===== src/design/fpb_pkg.sv =====
package fpb_pkg;

   // Image limits and address width.
   localparam int MAX_DIMENSION = 4096;
   localparam int ADDR_W        = 32;
   localparam int CNT_W         = $clog2(MAX_DIMENSION);
   localparam int DIM_W         = CNT_W + 1;

   // Register and field widths.
   localparam int DATA_W   = 32;
   localparam int PITCH_W  = 16;
   localparam int OFS_W    = 12;
   localparam int MODE_W   = 2;
   localparam int TOTAL_W  = 27;
   localparam int PROD_W   = DIM_W + PITCH_W;
   localparam int AREA_W   = 2 * DIM_W;
   localparam int XOFF_W   = OFS_W + 1;
   localparam int CSR_IDX_W = 3;

   // Register indexes of the configuration port.
   localparam logic [CSR_IDX_W-1:0] REG_DEST_BASE    = 3'd0;
   localparam logic [CSR_IDX_W-1:0] REG_ROW_PITCH    = 3'd1;
   localparam logic [CSR_IDX_W-1:0] REG_X_START      = 3'd2;
   localparam logic [CSR_IDX_W-1:0] REG_Y_START      = 3'd3;
   localparam logic [CSR_IDX_W-1:0] REG_IMAGE_WIDTH  = 3'd4;
   localparam logic [CSR_IDX_W-1:0] REG_IMAGE_HEIGHT = 3'd5;
   localparam logic [CSR_IDX_W-1:0] REG_DEPTH_MODE   = 3'd6;
   localparam logic [CSR_IDX_W-1:0] REG_SOURCE_BASE  = 3'd7;

   // Pixel depth codes; the spare fourth code is unsupported like the first.
   localparam logic [MODE_W-1:0] DEPTH_NONE  = 2'd0;
   localparam logic [MODE_W-1:0] DEPTH_16    = 2'd1;
   localparam logic [MODE_W-1:0] DEPTH_32    = 2'd2;
   localparam logic [MODE_W-1:0] DEPTH_SPARE = 2'd3;

   typedef struct packed {
      logic [ADDR_W-1:0]  dest_base;
      logic [PITCH_W-1:0] row_pitch;
      logic [OFS_W-1:0]   x_start;
      logic [OFS_W-1:0]   y_start;
      logic [DIM_W-1:0]   image_width;
      logic [DIM_W-1:0]   image_height;
      logic [MODE_W-1:0]  depth_mode;
      logic [ADDR_W-1:0]  source_base;
   } cfg_type;

   // Register values after reset: both dimensions one, everything else zero.
   localparam cfg_type CFG_RESET = '{
      dest_base:    '0,
      row_pitch:    '0,
      x_start:      '0,
      y_start:      '0,
      image_width:  DIM_W'(1),
      image_height: DIM_W'(1),
      depth_mode:   DEPTH_NONE,
      source_base:  '0
   };

   // Pixel with its position, captured at acceptance.
   typedef struct packed {
      logic [DATA_W-1:0] pixel;
      logic [CNT_W-1:0]  column;
      logic [CNT_W-1:0]  row;
      logic              row_start;
      logic              last;
   } pos_type;

   // Products and packed data, ready for the final address add.
   typedef struct packed {
      logic              write_valid;
      logic              write_half;
      logic [DATA_W-1:0] write_data;
      logic [MODE_W-1:0] depth_mode;
      logic [PROD_W-1:0] row_product;
      logic [XOFF_W-1:0] x_offset;
      logic [AREA_W-1:0] area;
      logic              row_start;
      logic              last;
   } calc_type;

   // A zero dimension counts as one, anything above the limit saturates.
   function automatic logic [DIM_W-1:0] clamp_dim(input logic [DIM_W-1:0] value);
      logic [DIM_W-1:0] result;
      result = value;
      if (value == '0) begin
         result = DIM_W'(1);
      end else if (value > DIM_W'(MAX_DIMENSION)) begin
         result = DIM_W'(MAX_DIMENSION);
      end
      return result;
   endfunction

   // Keep the top bits of each color channel.
   function automatic logic [15:0] pack_rgb565(input logic [DATA_W-1:0] pixel);
      return {pixel[23:19], pixel[15:10], pixel[7:3]};
   endfunction

endpackage


===== src/design/fpb_if.sv =====
interface fpb_req_if
   import fpb_pkg::*;
   ();
   logic              valid;
   logic              ready;
   logic [DATA_W-1:0] pixel;

   modport source (output valid, output pixel, input ready);
   modport sink   (input valid, input pixel, output ready);
endinterface

interface fpb_rsp_if
   import fpb_pkg::*;
   ();
   logic               valid;
   logic               ready;
   logic               write_valid;
   logic [ADDR_W-1:0]  write_address;
   logic [DATA_W-1:0]  write_data;
   logic               write_half;
   logic               last_pixel;
   logic [TOTAL_W-1:0] byte_total;

   modport source (output valid, output write_valid, output write_address,
                   output write_data, output write_half, output last_pixel,
                   output byte_total, input ready);
   modport sink   (input valid, input write_valid, input write_address,
                   input write_data, input write_half, input last_pixel,
                   input byte_total, output ready);
endinterface


===== src/design/fpb_front.sv =====
module fpb_front
   import fpb_pkg::*;
(
   input  logic              clock,
   input  logic              reset,
   input  cfg_type           cfg,
   input  logic              req_valid,
   input  logic [DATA_W-1:0] req_pixel,
   output logic              req_ready,
   output logic              pos_valid,
   output pos_type           pos,
   input  logic              pos_ready
);

   logic             pos_valid_ff;
   pos_type          pos_ff;
   logic [CNT_W-1:0] column_ff, column_in;
   logic [CNT_W-1:0] row_ff, row_in;
   logic [DIM_W-1:0] width_c, height_c;
   logic             row_end, image_end, accept, stage_ready;

   // The input register takes a transaction when it is empty or draining.
   assign stage_ready = !pos_valid_ff || pos_ready;
   assign accept      = req_valid && stage_ready;
   assign req_ready   = stage_ready;

   // Position counters: end of row and end of image against the clamped sizes.
   always_comb begin
      width_c   = clamp_dim(cfg.image_width);
      height_c  = clamp_dim(cfg.image_height);
      row_end   = ({1'b0, column_ff} + DIM_W'(1)) >= width_c;
      image_end = row_end && (({1'b0, row_ff} + DIM_W'(1)) >= height_c);
      column_in = column_ff;
      row_in    = row_ff;
      if (accept) begin
         if (row_end) begin
            column_in = '0;
            row_in    = image_end ? '0 : row_ff + CNT_W'(1);
         end else begin
            column_in = column_ff + CNT_W'(1);
         end
      end
   end

   always_ff @(posedge clock) begin
      if (reset) begin
         column_ff    <= '0;
         row_ff       <= '0;
         pos_valid_ff <= 1'b0;
      end else begin
         column_ff <= column_in;
         row_ff    <= row_in;
         if (stage_ready) begin
            pos_valid_ff <= req_valid;
         end
      end
   end

   // Payload register.
   always_ff @(posedge clock) begin
      if (accept) begin
         pos_ff.pixel     <= req_pixel;
         pos_ff.column    <= column_ff;
         pos_ff.row       <= row_ff;
         pos_ff.row_start <= (column_ff == '0);
         pos_ff.last      <= image_end;
      end
   end

   assign pos_valid = pos_valid_ff;
   assign pos       = pos_ff;

endmodule


===== src/design/fpb_calc.sv =====
module fpb_calc
   import fpb_pkg::*;
(
   input  logic     clock,
   input  logic     reset,
   input  cfg_type  cfg,
   input  logic     pos_valid,
   input  pos_type  pos,
   output logic     pos_ready,
   output logic     calc_valid,
   output calc_type calc,
   input  logic     calc_ready
);

   logic             calc_valid_ff;
   calc_type         calc_ff, calc_in;
   logic [DIM_W-1:0] row_index;
   logic             stage_ready;

   assign stage_ready = !calc_valid_ff || calc_ready;
   assign pos_ready   = stage_ready;

   // Pack the pixel, decide the write and form the row and area products.
   always_comb begin
      row_index           = {1'b0, cfg.y_start} + DIM_W'(pos.row);
      calc_in.write_valid = 1'b0;
      calc_in.write_half  = 1'b0;
      calc_in.write_data  = '0;
      if (cfg.depth_mode == DEPTH_16) begin
         calc_in.write_valid = 1'b1;
         calc_in.write_half  = 1'b1;
         calc_in.write_data  = {16'd0, pack_rgb565(pos.pixel)};
      end else if (cfg.depth_mode == DEPTH_32 && cfg.dest_base != cfg.source_base) begin
         calc_in.write_valid = 1'b1;
         calc_in.write_data  = pos.pixel;
      end
      calc_in.depth_mode  = cfg.depth_mode;
      calc_in.row_product = PROD_W'(row_index * cfg.row_pitch);
      calc_in.x_offset    = {1'b0, cfg.x_start} + XOFF_W'(pos.column);
      calc_in.area        = AREA_W'(clamp_dim(cfg.image_width)
                                    * clamp_dim(cfg.image_height));
      calc_in.row_start   = pos.row_start;
      calc_in.last        = pos.last;
   end

   always_ff @(posedge clock) begin
      if (reset) begin
         calc_valid_ff <= 1'b0;
      end else if (stage_ready) begin
         calc_valid_ff <= pos_valid;
      end
   end

   always_ff @(posedge clock) begin
      if (stage_ready && pos_valid) begin
         calc_ff <= calc_in;
      end
   end

   assign calc_valid = calc_valid_ff;
   assign calc       = calc_ff;

endmodule


===== src/design/fpb_emit.sv =====
module fpb_emit
   import fpb_pkg::*;
(
   input  logic               clock,
   input  logic               reset,
   input  logic [ADDR_W-1:0]  dest_base,
   input  logic               calc_valid,
   input  calc_type           calc,
   output logic               calc_ready,
   output logic               rsp_valid,
   input  logic               rsp_ready,
   output logic               rsp_write_valid,
   output logic [ADDR_W-1:0]  rsp_write_address,
   output logic [DATA_W-1:0]  rsp_write_data,
   output logic               rsp_write_half,
   output logic               rsp_last_pixel,
   output logic [TOTAL_W-1:0] rsp_byte_total
);

   logic               rsp_valid_ff;
   logic [ADDR_W-1:0]  row_address_ff, row_base;
   logic [ADDR_W-1:0]  address_in;
   logic [XOFF_W+1:0]  column_bytes;
   logic [TOTAL_W-1:0] total_in;
   logic               write_valid_ff, write_half_ff, last_ff;
   logic [ADDR_W-1:0]  address_ff;
   logic [DATA_W-1:0]  data_ff;
   logic [TOTAL_W-1:0] total_ff;
   logic               stage_ready, load;

   assign stage_ready = !rsp_valid_ff || rsp_ready;
   assign calc_ready  = stage_ready;
   assign load        = stage_ready && calc_valid;

   // Row base reloads at column zero; bytes per pixel is a shift.
   always_comb begin
      row_base     = calc.row_start ? dest_base + ADDR_W'(calc.row_product)
                                    : row_address_ff;
      column_bytes = '0;
      total_in     = '0;
      case (calc.depth_mode)
         DEPTH_16: begin
            column_bytes = {1'b0, calc.x_offset, 1'b0};
            total_in     = TOTAL_W'({calc.area, 1'b0});
         end
         DEPTH_32: begin
            column_bytes = {calc.x_offset, 2'b00};
            total_in     = TOTAL_W'({calc.area, 2'b00});
         end
         default: begin
            column_bytes = '0;
            total_in     = '0;
         end
      endcase
      address_in = calc.write_valid ? row_base + ADDR_W'(column_bytes) : '0;
      if (!calc.last) begin
         total_in = '0;
      end
   end

   always_ff @(posedge clock) begin
      if (reset) begin
         rsp_valid_ff   <= 1'b0;
         row_address_ff <= '0;
      end else begin
         if (stage_ready) begin
            rsp_valid_ff <= calc_valid;
         end
         if (load && calc.row_start) begin
            row_address_ff <= row_base;
         end
      end
   end

   // Result register.
   always_ff @(posedge clock) begin
      if (load) begin
         write_valid_ff <= calc.write_valid;
         write_half_ff  <= calc.write_half;
         address_ff     <= address_in;
         data_ff        <= calc.write_data;
         last_ff        <= calc.last;
         total_ff       <= total_in;
      end
   end

   assign rsp_valid         = rsp_valid_ff;
   assign rsp_write_valid   = write_valid_ff;
   assign rsp_write_address = address_ff;
   assign rsp_write_data    = data_ff;
   assign rsp_write_half    = write_half_ff;
   assign rsp_last_pixel    = last_ff;
   assign rsp_byte_total    = total_ff;

endmodule


===== src/design/framebuffer_pitch_blit.sv =====
// Path: an accepted transaction passes the input register, the product stage and
// the result register in that order before its result is shown.
// Throughput: one pixel per cycle; the input register, the product stage and
// the result register each hand on an item every cycle unless the sink stalls.
// Reset (synchronous, active high) empties the pipeline, clears the column and
// row counters and the row base, and returns the registers to their reset values.
module framebuffer_pitch_blit
   import fpb_pkg::*;
(
   input  logic                 clock,
   input  logic                 reset,
   fpb_req_if.sink              req_chan,
   fpb_rsp_if.source            rsp_chan,
   input  logic                 csr_write_enable,
   input  logic [CSR_IDX_W-1:0] csr_index,
   input  logic [DATA_W-1:0]    csr_write_data
);

   cfg_type  cfg_ff;
   logic     pos_valid, pos_ready, calc_valid, calc_ready;
   pos_type  pos;
   calc_type calc;

   // Configuration registers.
   always_ff @(posedge clock) begin
      if (reset) begin
         cfg_ff <= CFG_RESET;
      end else if (csr_write_enable) begin
         unique case (csr_index)
            REG_DEST_BASE:    cfg_ff.dest_base    <= csr_write_data;
            REG_ROW_PITCH:    cfg_ff.row_pitch    <= csr_write_data[PITCH_W-1:0];
            REG_X_START:      cfg_ff.x_start      <= csr_write_data[OFS_W-1:0];
            REG_Y_START:      cfg_ff.y_start      <= csr_write_data[OFS_W-1:0];
            REG_IMAGE_WIDTH:  cfg_ff.image_width  <= csr_write_data[DIM_W-1:0];
            REG_IMAGE_HEIGHT: cfg_ff.image_height <= csr_write_data[DIM_W-1:0];
            REG_DEPTH_MODE:   cfg_ff.depth_mode   <= csr_write_data[MODE_W-1:0];
            REG_SOURCE_BASE:  cfg_ff.source_base  <= csr_write_data;
         endcase
      end
   end

   fpb_front u_front (
      .clock     (clock),
      .reset     (reset),
      .cfg       (cfg_ff),
      .req_valid (req_chan.valid),
      .req_pixel (req_chan.pixel),
      .req_ready (req_chan.ready),
      .pos_valid (pos_valid),
      .pos       (pos),
      .pos_ready (pos_ready)
   );

   fpb_calc u_calc (
      .clock      (clock),
      .reset      (reset),
      .cfg        (cfg_ff),
      .pos_valid  (pos_valid),
      .pos        (pos),
      .pos_ready  (pos_ready),
      .calc_valid (calc_valid),
      .calc       (calc),
      .calc_ready (calc_ready)
   );

   fpb_emit u_emit (
      .clock             (clock),
      .reset             (reset),
      .dest_base         (cfg_ff.dest_base),
      .calc_valid        (calc_valid),
      .calc              (calc),
      .calc_ready        (calc_ready),
      .rsp_valid         (rsp_chan.valid),
      .rsp_ready         (rsp_chan.ready),
      .rsp_write_valid   (rsp_chan.write_valid),
      .rsp_write_address (rsp_chan.write_address),
      .rsp_write_data    (rsp_chan.write_data),
      .rsp_write_half    (rsp_chan.write_half),
      .rsp_last_pixel    (rsp_chan.last_pixel),
      .rsp_byte_total    (rsp_chan.byte_total)
   );

endmodule


===== src/flat_wrapper.sv =====
// flat-port wrapper written by rule: the top's interface ports become plain ports
module framebuffer_pitch_blit_flat import fpb_pkg::*;
  (clock, reset, csr_write_enable, csr_index, csr_write_data, req_chan_valid, req_chan_pixel, req_chan_ready, rsp_chan_valid, rsp_chan_write_valid, rsp_chan_write_address, rsp_chan_write_data, rsp_chan_write_half, rsp_chan_last_pixel, rsp_chan_byte_total, rsp_chan_ready);
  fpb_req_if req_chan_i ();
  fpb_rsp_if rsp_chan_i ();
  input  logic clock;
  input  logic reset;
  input  logic csr_write_enable;
  input  logic [CSR_IDX_W-1:0] csr_index;
  input  logic [DATA_W-1:0] csr_write_data;
  input wire logic [$bits(req_chan_i.valid)-1:0] req_chan_valid;
  input wire logic [$bits(req_chan_i.pixel)-1:0] req_chan_pixel;
  output wire logic [$bits(req_chan_i.ready)-1:0] req_chan_ready;
  output wire logic [$bits(rsp_chan_i.valid)-1:0] rsp_chan_valid;
  output wire logic [$bits(rsp_chan_i.write_valid)-1:0] rsp_chan_write_valid;
  output wire logic [$bits(rsp_chan_i.write_address)-1:0] rsp_chan_write_address;
  output wire logic [$bits(rsp_chan_i.write_data)-1:0] rsp_chan_write_data;
  output wire logic [$bits(rsp_chan_i.write_half)-1:0] rsp_chan_write_half;
  output wire logic [$bits(rsp_chan_i.last_pixel)-1:0] rsp_chan_last_pixel;
  output wire logic [$bits(rsp_chan_i.byte_total)-1:0] rsp_chan_byte_total;
  input wire logic [$bits(rsp_chan_i.ready)-1:0] rsp_chan_ready;
  assign req_chan_i.valid = req_chan_valid;
  assign req_chan_i.pixel = req_chan_pixel;
  assign req_chan_ready = req_chan_i.ready;
  assign rsp_chan_valid = rsp_chan_i.valid;
  assign rsp_chan_write_valid = rsp_chan_i.write_valid;
  assign rsp_chan_write_address = rsp_chan_i.write_address;
  assign rsp_chan_write_data = rsp_chan_i.write_data;
  assign rsp_chan_write_half = rsp_chan_i.write_half;
  assign rsp_chan_last_pixel = rsp_chan_i.last_pixel;
  assign rsp_chan_byte_total = rsp_chan_i.byte_total;
  assign rsp_chan_i.ready = rsp_chan_ready;
  framebuffer_pitch_blit u_core (.clock(clock), .reset(reset), .req_chan(req_chan_i), .rsp_chan(rsp_chan_i), .csr_write_enable(csr_write_enable), .csr_index(csr_index), .csr_write_data(csr_write_data));
endmodule

===== config.mk =====
export PLATFORM = sky130hd
export DESIGN_NAME = framebuffer_pitch_blit_flat
export DESIGN_NICKNAME = d
export VERILOG_FILES = /design/src/design/fpb_pkg.sv /design/src/design/fpb_if.sv /design/src/design/fpb_front.sv /design/src/design/fpb_calc.sv /design/src/design/fpb_emit.sv /design/src/design/framebuffer_pitch_blit.sv /design/src/flat_wrapper.sv
export SDC_FILE = /design/constraint.sdc
export NUM_CORES = 2
export LEC_CHECK = 0
export ABC_AREA = 1
export BUFFER_PORTS_ARGS = -buffer_cell sky130_fd_sc_hd__buf_2
export CORE_MARGIN = 3
export CORE_UTILIZATION = 50
export DETAILED_ROUTE_END_ITERATION = 8
export PLACE_DENSITY_LB_ADDON = 0.15
export SLEW_MARGIN = 20
export SYNTH_ARGS = -nofsm -noshare
export SYNTH_HDL_FRONTEND = slang
export SYNTH_SLANG_ARGS = --single-unit

===== constraint.sdc =====
create_clock -name clock -period 6.1 [get_ports clock]
set_input_delay 0 -clock clock [delete_from_list [all_inputs] [get_ports clock]]
set_output_delay 0 -clock clock [all_outputs]
set_load 0.02 [all_outputs]

# Word-level counts from Yosys, hierarchy flattened
# Index checks and enable logic that the tools add are counted.
op_classes:
  addsub: 8
  multipliers: 2
  order_cmp: 4
  eq_ne: 12
  n_mux: 13
  n_bitwise: 1
  reduce_logical: 26
op_table:
  columns: ["operator", "count"]
  rows:
  - ["$pmux W27 S2", 1]
  - ["$mux W13", 4]
  - ["$add A32 B15 Y32", 1]
  - ["$add A32 B29 Y32", 1]
  - ["$mux W16", 2]
  - ["$mux W32", 1]
  - ["$ne A32 B32 Y1", 1]
  - ["$pmux W15 S2", 1]
  - ["$mul A13 B16 Y29", 1]
  - ["$add A12 B1 Y13 const B", 2]
  - ["$add A12 B12 Y13", 2]
  - ["$ge A13 B13 Y1", 2]
  - ["$gt A13 B13 Y1 const B", 2]
  - ["$logic_not A13 Y1", 2]
  - ["$mul A13 B13 Y26", 1]
  - ["$add A12 B1 Y12 const B", 2]
  - ["$mux W12", 2]
  - ["$reduce_and A2 Y1", 9]
  - ["$eq A3 B3 Y1 const B", 4]
  - ["$logic_not A12 Y1", 1]
  - ["$eq A3 B2 Y1 const B", 2]
  - ["$logic_and A1 B1 Y1", 6]
  - ["$eq A2 B1 Y1 const B", 2]
  - ["$eq A2 B2 Y1 const B", 2]
  - ["other kinds (7)", 12]
word_totals:
  ff_bits: 449
  input_bits: 72
  out_inout_bits: 96
  word_cells: 101

# Depth between registers and ports, before layout
logic_depth:
  depth_word: 6
  ltp_mapped: 33
  ltp_nobuf: 33

# Hierarchy
# From an unflattened synthesis, not the netlist that was laid out.
unflattened:
  cells_unflattened: 4715
  hier_area_um2: 36606.4
modules_own_cells:
  columns: ["module", "n_inst", "cells_per_inst", "area_each_um2", "seq_area_each_um2"]
  rows:
  - ["fpb_calc", 1, 2259, 18447.7, 3203.1]
  - ["fpb_emit", 1, 1233, 8779.7, 3453.3]
  - ["framebuffer_pitch_blit", 1, 760, 5211.2, 2642.5]
  - ["fpb_front", 1, 463, 4167.7, 2242.2]

# Worst setup path before layout
# No wires, ideal clock.
synth_path:
  kind: "register -> register"
  startpoint: "register u_core.u_front.pos_ff, in the netlist u_core.u_front.pos[4]"
  endpoint: "register u_core.u_calc.calc_ff, in the netlist u_core.u_calc.calc[68] (data pin)"
  setup_time_ns: 0.262
  t_arrival_ns: 5.950
  required_time_ns: 5.838
  setup_slack_ns: -0.112
  path_stages_with_launch: 29
  path_buffers: 1
  synth_period_minus_slack_ns: 6.212
  cell_sequence: "edfxtp_1 ha_1 inv_1 nor3_1 nand3_1 o2111ai_1 a21oi_1 o21bai_1 xor2_1 buf_2 nor2_1 fa_1 inv_1 fa_1 fa_1 inv_1 fa_1 inv_1 fa_1 inv_1 ha_1 nand2_1 nor4_1 nand3_1 nand3_1 nand3_1 nand2_1 a21oi_1 xor2_1"
synth_rtl:
  columns: ["item", "line", "rtl"]
  rows:
  - ["start, declared", "fpb_front.sv:16", "pos_type pos_ff;"]
  - ["end signal, assigned", "fpb_calc.sv:56", "calc_ff <= calc_in;"]
  - ["end, declared", "fpb_calc.sv:16", "calc_type calc_ff, calc_in;"]

==> qor.txt <==
status: finished with violations
failing checks: setup timing
Max clock buf depth: 3
R2R Path End: u_core.u_calc.calc[68]$_DFFE_PP_
Mapped Cells: 4044
syn nets: 4638
Reg2Reg Depth: 30
Hold Crit Depth: 2
Hold Path End: u_core.u_front.pos[43]$_DFFE_PP_
Final HPWL DP: 68200 microns
worst slew pin tran: 1.13 ns
Setup TNS: -0.258 ns
CP Capture Type: register
final-stage net count: 5073
Ant. Diodes: 0
Synth cell types: 53
Slew Viols, Final: 0
CP Data Required Time: 6.44 ns
startpoint types: register
Post-Syn Area: 33700 sq um
Max IR drop VDD: 184 uV
area grow syn2layout: 20.1%
Overflow after GRT: 0
largest net degree at the start of global routing: 106
Synth Register Bits: 448
Worst Hold Class: in -> reg
Vias: 27846
sequential area share after synthesis: 0.342
total wire length: 90000 microns
chip width: 266 microns
number of enable flip-flop cells after synthesis: 257
core area: 66300 sq um
Clock Root Buffer: clkbuf_16
GR Util All Layers: 0.255
Hold Startpoint: req_chan_pixel[17]
async set-reset flop share out of synthesis: 0
DRC viols: 0
count of final setup violators: 7
Final Power: 7.88 mW
number of global-route vias before repair: 27166
Skew-Pair Late Insertion Delay: 0.63 ns
Max-Cap Viols: 0
Iter 0 DRT Violations: 2066
Antenna Nets Post-Route: 0
Core Rows: 94
vias per inst: 5.17
Final min period: 6.19 ns
Mean Syn Cell Area: 8.34 sq um
layout cell share with drive strength beyond 1: 0.168
first-pass GRT wire length: 144000 microns
CTS H-tree depth: 2
Critical Path AT: 6.54 ns
Power Density: 194 nW/um^2
RD Place Congestion: 0.963
Layout Utilization: 0.611
DRT Pass-1 Iters: 6
Yosys warnings: 0
Worst path slowest cell: fa_1
clock skew: 0.0388 ns
critical path class: reg -> reg
final setup margin: -0.0933 ns
unrepaired setup endpoints after global routing: yes
I/O pin count: 168
Fin. Hold Viols: 0
clock buffer count from CTS: 49
Die H: 266 microns
Tcrit/Tclk final: 1.02
crit-path max FO: 4
Worst Hold Margin: 0.0938 ns
delay of the slowest cell on the worst path: 0.55 ns
leakage power: 19.5 nW
R2R Setup Slk: -0.09 ns
CTS tree: built
R2R Path Start: u_core.u_front.pos[5]$_DFFE_PP_
most used cell, CP: fa_1
Slew headroom: 0.243
die area: 70600 sq um
Initial Util: 0.508
predominant post-synthesis flop cell: edfxtp_1
Routed wire per std cell: 16.7 microns
Worst-path clk slew: 0.06 ns
CTS Sinks: 448
initial antenna violation count: 3
port bufs: 166
Fmax: 161 MHz
[timing repair]
item                       CTS  global route
resized for setup          119           110
setup buffers               14            18
setup endpoints to repair   17            30
cloned                       1             0
pin swaps                   86            99
hold buffers                76             0
hold endpoints to repair   188             0
[synth_stat cells (all sizes together), types with 51 or more instances]
cell type  number  area share
nand3         103       0.017
nor2          485       0.057
ha            243       0.090
nand2         874       0.099
edfxtp        257        0.23
xnor2          51       0.013
dfxtp         191        0.11
a21oi         263       0.039
inv           722       0.080
clkbuf         97       0.011
xor2           56       0.015
o21ai         227       0.034
fa            279        0.17
[state kept, by name, indices dropped and copies added (netlist names)]
register and cells:
u_core.u_calc.calc 106, u_core.u_emit.rsp_last_pixel 1, u_core.u_emit.rsp_valid 1, u_core.u_emit.rsp_write_half 1, u_core.u_emit.rsp_byte_total 26, u_core.u_emit.rsp_write_valid 1, u_core.u_front.pos_valid 1, u_core.u_emit.rsp_write_data 32
u_core.u_front.row_ff 12, u_core.u_calc.calc_valid 1, u_core.u_front.column_ff 12, u_core.cfg_ff 132, u_core.u_emit.rsp_write_address 32, u_core.u_front.pos 58, u_core.u_emit.row_address_ff 32
[per-layer routing]
metal	vias up	GRT usage	routed length (microns)
li1	13619	-	-
met1	13252	0.354	39700
met2	809	0.419	42000
met3	166	0.0353	5450
met4	0	0.0782	2890
met5	-	0	0
[cell type report]
class | instances | area (sq um)
fill | 5853 | 25800
clock inverter | 32 | 335
timing repair buffer | 494 | 3630
sequential | 448 | 11500
multi-input combinational | 2756 | 19800
inverter | 730 | 2770
clock buffer | 59 | 1300
tap | 864 | 1080
[power by group]
| group | internal, mW | switching [mW] |
|---|---|---|
| Clock | 1.71 | 1.31 |
| Sequential | 3.34 | 0.0721 |
| Combinational | 0.557 | 0.889 |
| Total | 5.61 | 2.27 |
[worst max path at each step]
stage               slack, ns                        startpoint                               end
floorplan                0.01   u_core.u_front.pos[2]$_DFFE_PP_  u_core.u_calc.calc[68]$_DFFE_PP_
global placement        -0.34   u_core.u_front.pos[5]$_DFFE_PP_  u_core.u_calc.calc[68]$_DFFE_PP_
detailed placement      -0.41   u_core.u_front.pos[5]$_DFFE_PP_  u_core.u_calc.calc[68]$_DFFE_PP_
CTS                     -0.03   u_core.u_front.pos[2]$_DFFE_PP_  u_core.u_calc.calc[69]$_DFFE_PP_
global route            -0.36  u_core.u_front.pos[10]$_DFFE_PP_  u_core.u_calc.calc[68]$_DFFE_PP_
finish                  -0.09   u_core.u_front.pos[5]$_DFFE_PP_  u_core.u_calc.calc[68]$_DFFE_PP_
[logic make-up (layout without fill, tap and decap cells)]
group,count (synthesis),in the layout,synth area share
fa+ha+maj,522,522,0.256
other cells,1,1,0.000111
compound gates,565,565,0.0890
mux,1,1,0.000297
xor+xnor,107,107,0.0278
simple gates,1560,1560,0.191
flops,448,448,0.342
buf+inv,840,1315,0.0942
[worst max-delay path: cells and delay by family, from the launching register on]
| kind | cells | cell delay (ns) |
|---|---|---|
| adder cells (fa/ha/maj) | 7 | 3.08 |
| AND/OR/NAND/NOR | 12 | 1.56 |
| AO/OA/AOI/OAI | 4 | 0.31 |
| buffers and inverters | 6 | 0.43 |
| flip-flops | 1 | 0.42 |
| XOR/XNOR | 1 | 0.14 |
[per-stage QoR]
stage / setup slack, ns / cell area, sq um / std cells
floorplan: 0.0110 / 33700 / 4044
global placement: -0.337 / 37000 / 5183
detailed placement: -0.408 / 37000 / 5183
CTS: -0.0252 / 40000 / 5365
global route: -0.362 / 40500 / 5383
finish: -0.0933 / 40500 / 5383
[cell usage in the layout (no fill, tap or decap), drive strengths merged, types with 10 or more instances in the layout]
cell type	count
nand2	874
inv	725
nor2	485
buf	418
fa	279
a21oi	263
edfxtp	257
ha	243
o21ai	227
dfxtp	191
nand3	103
dlygate4sd3	76
clkbuf	59
xor2	56
xnor2	51
or2	28
clkinv	28
nand4	26
nor3	21
o22ai	11
nor4	11
o21bai	11
a31oi	10
(Power assumes the default switching activity.)
